File: config.mk
export PLATFORM = sky130hd
export DESIGN_NAME = tps_div
export DESIGN_NICKNAME = d
export VERILOG_FILES = /design/src/rtl/triangle_plane_slicer_top_defines.svh /design/src/rtl/tps_pkg.sv /design/src/rtl/tps_div.sv
export SDC_FILE = /design/constraint.sdc
export NUM_CORES = 1
export LEC_CHECK = 0
export ABC_AREA = 1
export BUFFER_PORTS_ARGS = -buffer_cell sky130_fd_sc_hd__buf_2
export CAP_MARGIN = 25
export CORE_MARGIN = 2
export CORE_UTILIZATION = 25
export DETAILED_ROUTE_END_ITERATION = 7
export HOLD_SLACK_MARGIN = 0.02
export PLACE_DENSITY = 0.53
export SLEW_MARGIN = 20
export SYNTH_ARGS = -nofsm -noshare
export SYNTH_HDL_FRONTEND = slang
export SYNTH_SLANG_ARGS = --single-unit
File: constraint.sdc
create_clock -name clk -period 2.9 [get_ports clk]
set_input_delay 0.58 -clock clk [delete_from_list [all_inputs] [get_ports clk]]
set_output_delay 0.58 -clock clk [all_outputs]
set_load 0.02 [all_outputs]
File: src/rtl/triangle_plane_slicer_top_defines.svh
// ----------------------------------------------------------------------------
// triangle plane slicer assertion macros
// clocked on clk, disabled while rst_n is low
// ----------------------------------------------------------------------------
`ifndef TRIANGLE_PLANE_SLICER_TOP_DEFINES_SVH
`define TRIANGLE_PLANE_SLICER_TOP_DEFINES_SVH

// same-cycle implication
`define TPS_ASSERT_NOW(lbl, ante, cons) \
  lbl: assert property (@(posedge clk) disable iff (!rst_n) (ante) |-> (cons)) \
    else $error("slicer assertion failed");

// next-cycle implication
`define TPS_ASSERT_NEXT(lbl, ante, cons) \
  lbl: assert property (@(posedge clk) disable iff (!rst_n) (ante) |=> (cons)) \
    else $error("slicer assertion failed");

`endif

File: src/rtl/tps_pkg.sv
// ----------------------------------------------------------------------------
// tps_pkg
// shared widths and constants of the triangle plane slicer
// ----------------------------------------------------------------------------
package tps_pkg;

  localparam int COORD_W     = 32;
  localparam int DIFF_W      = COORD_W + 1;
  localparam int MAG_W       = COORD_W;
  localparam int PROD_W      = 2 * MAG_W;
  localparam int STORE_DEPTH = 1024;
  localparam int ADDR_W      = $clog2(STORE_DEPTH);
  localparam int CNT_W       = ADDR_W + 1;
  localparam int THR_W       = 31;
  localparam int STEP_W      = $clog2(PROD_W);

  typedef logic signed [COORD_W-1:0] coord_t;
  typedef logic signed [DIFF_W-1:0]  diff_t;
  typedef logic        [MAG_W-1:0]   mag_t;
  typedef logic        [PROD_W-1:0]  prod_t;

endpackage

File: src/rtl/tps_div.sv
// ----------------------------------------------------------------------------
// tps_div
// restoring unsigned divider, one quotient bit per cycle
// ----------------------------------------------------------------------------
module tps_div
  import tps_pkg::*;
(
  input  logic  clk,
  input  logic  rst_n,
  input  logic  start,
  input  prod_t dividend,
  input  mag_t  divisor,
  output logic  done,
  output prod_t quotient
);

  logic              busy_r;
  logic              done_r;
  logic [STEP_W-1:0] step_r;
  mag_t              rem_r;
  prod_t             quo_r;
  logic [MAG_W:0]    shifted;
  logic [MAG_W:0]    trial;

  assign shifted = {rem_r, quo_r[PROD_W-1]};
  assign trial   = shifted - {1'b0, divisor};

  always_ff @(posedge clk) begin
    if (!rst_n) begin
      busy_r <= 1'b0;
      done_r <= 1'b0;
      step_r <= '0;
    end else begin
      done_r <= 1'b0;
      if (start) begin
        busy_r <= 1'b1;
        step_r <= '0;
      end else if (busy_r) begin
        step_r <= step_r + 1'b1;
        if (step_r == STEP_W'(PROD_W - 1)) begin
          busy_r <= 1'b0;
          done_r <= 1'b1;
        end
      end
    end
  end

  always_ff @(posedge clk) begin
    if (start) begin
      rem_r <= '0;
      quo_r <= dividend;
    end else if (busy_r) begin
      if (!trial[MAG_W]) begin
        rem_r <= trial[MAG_W-1:0];
        quo_r <= {quo_r[PROD_W-2:0], 1'b1};
      end else begin
        rem_r <= shifted[MAG_W-1:0];
        quo_r <= {quo_r[PROD_W-2:0], 1'b0};
      end
    end
  end

  assign done     = done_r;
  assign quotient = quo_r;

endmodule
======== After elaboration in Yosys (flattened, before gate mapping) ========
Cells that the tools add are included.
word-level totals
  register bits ........................... 104
  output and inout bits ................... 65
  bits of input ports ..................... 99
  word-level logic and storage cells ...... 21
cells by class
  eq/ne operators ......................... 1
  add/sub/neg operators ................... 2
  bitwise gates (word level) .............. 2
  reduce and logical (&&, ||, !) cells .... 3
  muxes and demuxes ....................... 8
operators by type and width
  kind                                         count
  2-to-1 mux 64 bit                            2
  subtractor 33 x 32 -> 33 bit                 1
  2-to-1 mux 32 bit                            1
  adder 6 x 1 -> 6 bit, second input constant  1
  equality test 6 bit, second input constant   1
  2-to-1 mux 1 bit                             5
  OR reduction 3 bit                           1
  inverter 1 bit                               2
  nonzero test 2 bit                           1
  OR reduction 2 bit                           1

======== Logic depth before layout (Yosys ltp) ========
  word-level depth ........................ 4
  gate-level depth with buffers ........... 18
  depth with buffers taken out ............ 17

======== Worst setup path before layout ========
Ideal clock, no wire load.
  path type ............................... input port to flip-flop
  start ................................... input start
  end ..................................... register quo_r[0], in the netlist quotient[0], enable pin
  cell stages on the path ................. 3
  arrival ................................. 2.163 ns
  path slack .............................. 0.318 ns
  setup time .............................. 0.419 ns
  path buffers ............................ 1
  required time ........................... 2.481 ns
  path through ............................ clkbuf_1 > nor2_1 > inv_1
between the ends
  longest elaborated chain between the ends .. 1
ends and longest elaborated chain
  item                                 line           source
  start: declaration                   tps_div.sv:10  input logic start,
  nonzero test 2 bit (no source line)  n/a
  end signal: assignment               tps_div.sv:51  quo_r <= dividend;
  end signal: assignment               tps_div.sv:55  quo_r <= {quo_r[PROD_W-2:0], 1'b1};
  end signal: assignment               tps_div.sv:58  quo_r <= {quo_r[PROD_W-2:0], 1'b0};
  end: declaration                     tps_div.sv:21  prod_t quo_r;
Every way passes these cells.
A chain may end at the register's enable or synchronous reset.

======== Final worst setup path ========
  start ................................... register quo_r[63], in the netlist quotient[63]
  end ..................................... register rem_r[10]
between the ends
  longest elaborated chain between the ends .. 2
ends and longest elaborated chain
  item                          line           source
  subtractor 33 x 32 -> 33 bit  tps_div.sv:26  assign trial = shifted - {1'b0, divisor};
  2-to-1 mux 32 bit             tps_div.sv:53  if (!trial[MAG_W]) begin
  end signal: assignment        tps_div.sv:54  rem_r <= trial[MAG_W-1:0];
  end signal: assignment        tps_div.sv:57  rem_r <= shifted[MAG_W-1:0];
  end: declaration              tps_div.sv:20  mag_t rem_r;
Every way passes these cells.

==> PnR_summary.wiki <==
{| class="wikitable"
! Metric !! Value
|-
| Status || complete, no violations
|-
| Power consumption || 3.67 mW
|-
| Number of clock sinks || 104
|-
| Setup TNS || 0 ps
|-
| CP dominant cell by count || sky130_fd_sc_hd__nand2_1
|-
| Number of nets with antenna violations after routing || 0
|-
| Worst Skew || 13.4 ps
|-
| Aggregate routed wire length || 21.2 mm
|-
| Count of instances resized after the clock tree is built || 0
|-
| Path category of the worst min-delay check || in2reg
|-
| Crit-path cells || inv_1 > ha_1 > fa_1 > inv_1 > nand2_1 > nand2_1 > nand3_1 > nand2_2 > nand2_1 > nand2_1 > nand2_2 > nand2_2 > nand2_4 > nand2_4 > nand2_1 > nand3_1 > nand2_1
|-
| Biggest area contributors in the synthesized netlist || sky130_fd_sc_hd__nand2_1, sky130_fd_sc_hd__edfxtp_1, sky130_fd_sc_hd__dfxtp_1
|-
| Detailed-router iteration count before antenna repair || 5
|-
| Post-synthesis to final-layout area growth || 21.8%
|-
| Setup repair after global routing missed its margin || no
|-
| Worst setup path startpoint || quotient[63]
|-
| Power density normalized to cell area || 413 nW/µm²
|-
| Largest net degree at the start of global routing || 66
|-
| Synth async-reset ratio || 0%
|-
| Synth Register Bits || 104
|-
| Remaining design rule violation count || 0
|-
| Highest-delay cell along the critical path || sky130_fd_sc_hd__fa_1
|-
| Global-route usage over all layers || 14.0%
|-
| Weighted congestion reported at the end of routability-driven placement || 0.903
|-
| Max-slew violation count || 0
|-
| Final period util || 90.1%
|-
| CP Max Fanout || 27
|-
| Critical register-to-register path endpoint || rem_r[10]
|-
| Reg-to-Reg Start || quotient[63]
|-
| Hold-fix buffer count after cts || 0
|-
| Hold slack || 466 ps
|-
| Mean Syn Cell Area || 6.41 µm²
|-
| CP top delay family || simple AND/OR/NAND/NOR gates
|-
| Synth Instances || 1138
|-
| Number of nets in the layout || 1431
|-
| Mapped Area || 7300 µm²
|-
| Post-CTS setup-driven buffer insertion count || 0
|-
| Number of synthesized flops with an enable pin || 64
|-
| Ranking of synthesized cells by instance count || sky130_fd_sc_hd__nand2_1, sky130_fd_sc_hd__inv_1, sky130_fd_sc_hd__edfxtp_1
|-
| Pre-CTS setup slack || 61.3 ps
|-
| Number of placement rows || 62
|-
| Post-route minimum period || 2610 ps
|-
| Setup crit end kind || flip-flop
|-
| WP depth || 17
|-
| Final routed wire length divided by cell count || 12.5 µm
|-
| Nets in the synthesized netlist || 1271
|-
| Placeable core region || 28700 µm²
|-
| Largest buffer count on any clock path || 2
|-
| Later-pin clock latency in the skew report || 370 ps
|-
| Reg2reg setup slack || 290 ps
|-
| Effective utilization at floorplan || 25.4%
|-
| Part of the Yosys area used for sequential elements || 37.3%
|-
| Via count of the first global-routing pass || 6671
|-
| Hold Vio Cnt, Final || 0
|-
| Final setup violation count || 0
|-
| Arrival time at the worst endpoint || 2870 ps
|-
| Most instantiated library cell after synthesis || sky130_fd_sc_hd__nand2_1
|-
| Share of final-layout standard cells stronger than drive strength 1 || 16.7%
|-
| Root cell of the clock tree || sky130_fd_sc_hd__clkbuf_16
|-
| Area fraction of the dominant cell type after synthesis || 29.0%
|-
| Startpoint type of the worst setup path || flip-flop
|-
| TritonCTS clock tree || done
|-
| DIE HEIGHT || 175 µm
|-
| CP bufs+invs || 2
|-
| Clock transition at the registers of the reported paths || 80 ps
|-
| Post-route cell area || 8890 µm²
|-
| FF-to-FF path depth || 17
|-
| First-pass GRT wire length || 34.1 mm
|-
| Number of H-tree branching levels || 3
|-
| Relative max-transition margin || 53.3%
|-
| DP Area || 8580 µm²
|-
| Dominant register cell in the synthesized netlist || sky130_fd_sc_hd__edfxtp_1
|-
| Grt ovf || 0
|-
| Fmax || 0.383 GHz
|-
| Number of antenna violations at the first check in global routing || 3
|-
| Dpl hpwl || 16.5 mm
|-
| Iter 0 DRT Violations || 385
|-
| Overall die width || 175 µm
|-
| Avg Vias per Cell || 4.20
|-
| Count of vias placed by the detailed router || 7078
|-
| Slew @ Worst Pin || 700 ps
|-
| PnR worst setup slack || 288 ps
|-
| Max-cap violations || 0
|-
| Delay of the slowest critical-path stage || 410 ps
|-
| Crit Path Class || reg2reg
|-
| P_leak || 5.03 nW
|-
| Unique masters post-synth || 35
|-
| Clock buffer count from CTS || 9
|-
| Diode insertion count for antenna repair || 0
|-
| Peak supply drop || 0.235 mV
|-
| Number of port buffers || 163
|-
| Number of ports placed on the die boundary || 164
|-
| Die Outline Area || 30600 µm²
|-
| Area leader, netlist || sky130_fd_sc_hd__nand2_1
|-
| Number of synthesis warnings || 0
|-
| Filler cell count in the final layout || 3273
|-
| Setup crit end || rem_r[10]
|-
| Data required time of the critical path || 3160 ps
|}
## cells in the final DEF, fill, tap and decap left out, types with 3 or more instances in the layout
cell / Yosys / final
sky130_fd_sc_hd__a21oi_1: 20 / 20
sky130_fd_sc_hd__and2_1: 5 / 5
sky130_fd_sc_hd__buf_12: 0 / 4
sky130_fd_sc_hd__buf_2: 0 / 163
sky130_fd_sc_hd__buf_4: 2 / 7
sky130_fd_sc_hd__clkbuf_16: 0 / 9
sky130_fd_sc_hd__dfxtp_1: 40 / 40
sky130_fd_sc_hd__edfxtp_1: 64 / 64
sky130_fd_sc_hd__ha_1: 33 / 33
sky130_fd_sc_hd__inv_1: 208 / 207
sky130_fd_sc_hd__inv_2: 5 / 6
sky130_fd_sc_hd__inv_8: 0 / 4
sky130_fd_sc_hd__nand2_1: 564 / 564
sky130_fd_sc_hd__nand2_2: 10 / 10
sky130_fd_sc_hd__nand2_4: 3 / 3
sky130_fd_sc_hd__nand3_1: 58 / 58
sky130_fd_sc_hd__nand4_1: 6 / 6
sky130_fd_sc_hd__nor2_1: 46 / 44
sky130_fd_sc_hd__nor2_2: 5 / 7
sky130_fd_sc_hd__nor3_1: 11 / 11
sky130_fd_sc_hd__o21ai_0: 4 / 4
sky130_fd_sc_hd__xnor2_1: 13 / 13
sky130_fd_sc_hd__xor2_1: 4 / 4
## worst min-delay path by stage
stage	from	slack (ps)	cells after the start	endpoint
2_1_floorplan	rem_r[0]	450	2	rem_r[0]
5_1_grt	dividend[60]	470	3	quotient[60]
4_1_cts	rst_n	450	3	busy_r
3_3_place_gp	rem_r[26]	460	2	rem_r[26]
3_5_place_dp	rem_r[13]	470	2	rem_r[13]
6_report	rst_n	470	3	busy_r
## stage by stage
stage               cells  util [%]
floorplan            1138         -
global placement     1670      29.8
detailed placement   1671      29.9
CTS                  1687      31.0
global route         1687      31.0
finish               1687      31.0
## cell families (layout without fill, tap and decap cells)
logic type               Yosys count  count (layout)  synth area share [%]
AND/OR/NAND/NOR                  714             714                  39.5
buffers and inverters            238             403                  13.0
flip-flops                       104             104                  37.3
adder cells (fa/ha/maj)           34              34                  5.93
AO/OA/AOI/OAI                     31              31                  2.28
XOR/XNOR                          17              17                  2.04
## sequential cells by signal, indices dropped and copies added, names as in the netlist
register and count:
busy_r 1, quotient 64, done 1, step_r 6
rem_r 32
## worst min-delay path, delay by kind of cell
family / cells / cell delay (ps)
AOI/OAI and AO/OA: 1 / 80
buffers and inverters: 2 / 140
## layout make-up
cell class	count	area [µm²]	area share [%]
Multi-Input combinational cell	796	3630	40.9
Tap cell	384	480	5.41
Clock buffer	9	225	2.53
Inverter	213	800	9.00
Timing Repair Buffer	174	948	10.7
Clock inverter	7	78.8	0.887
Sequential cell	104	2720	30.6
## report_power, final
part | switching (mW) | internal (mW)
logic | 0.422 | 0.217
clock network | 0.672 | 0.620
registers | 0.0517 | 1.69
## layer usage
layer	share of wire (%)	vias to the layer above	GRT usage [%]
li1	-	3741	-
met1	47	3164	18.6
met2	47	146	23.1
met3	4.4	23	2.65
met4	1.5	4	4.20
met5	0.13	-	0
Note: power is estimated with default switching activity, not from simulation.
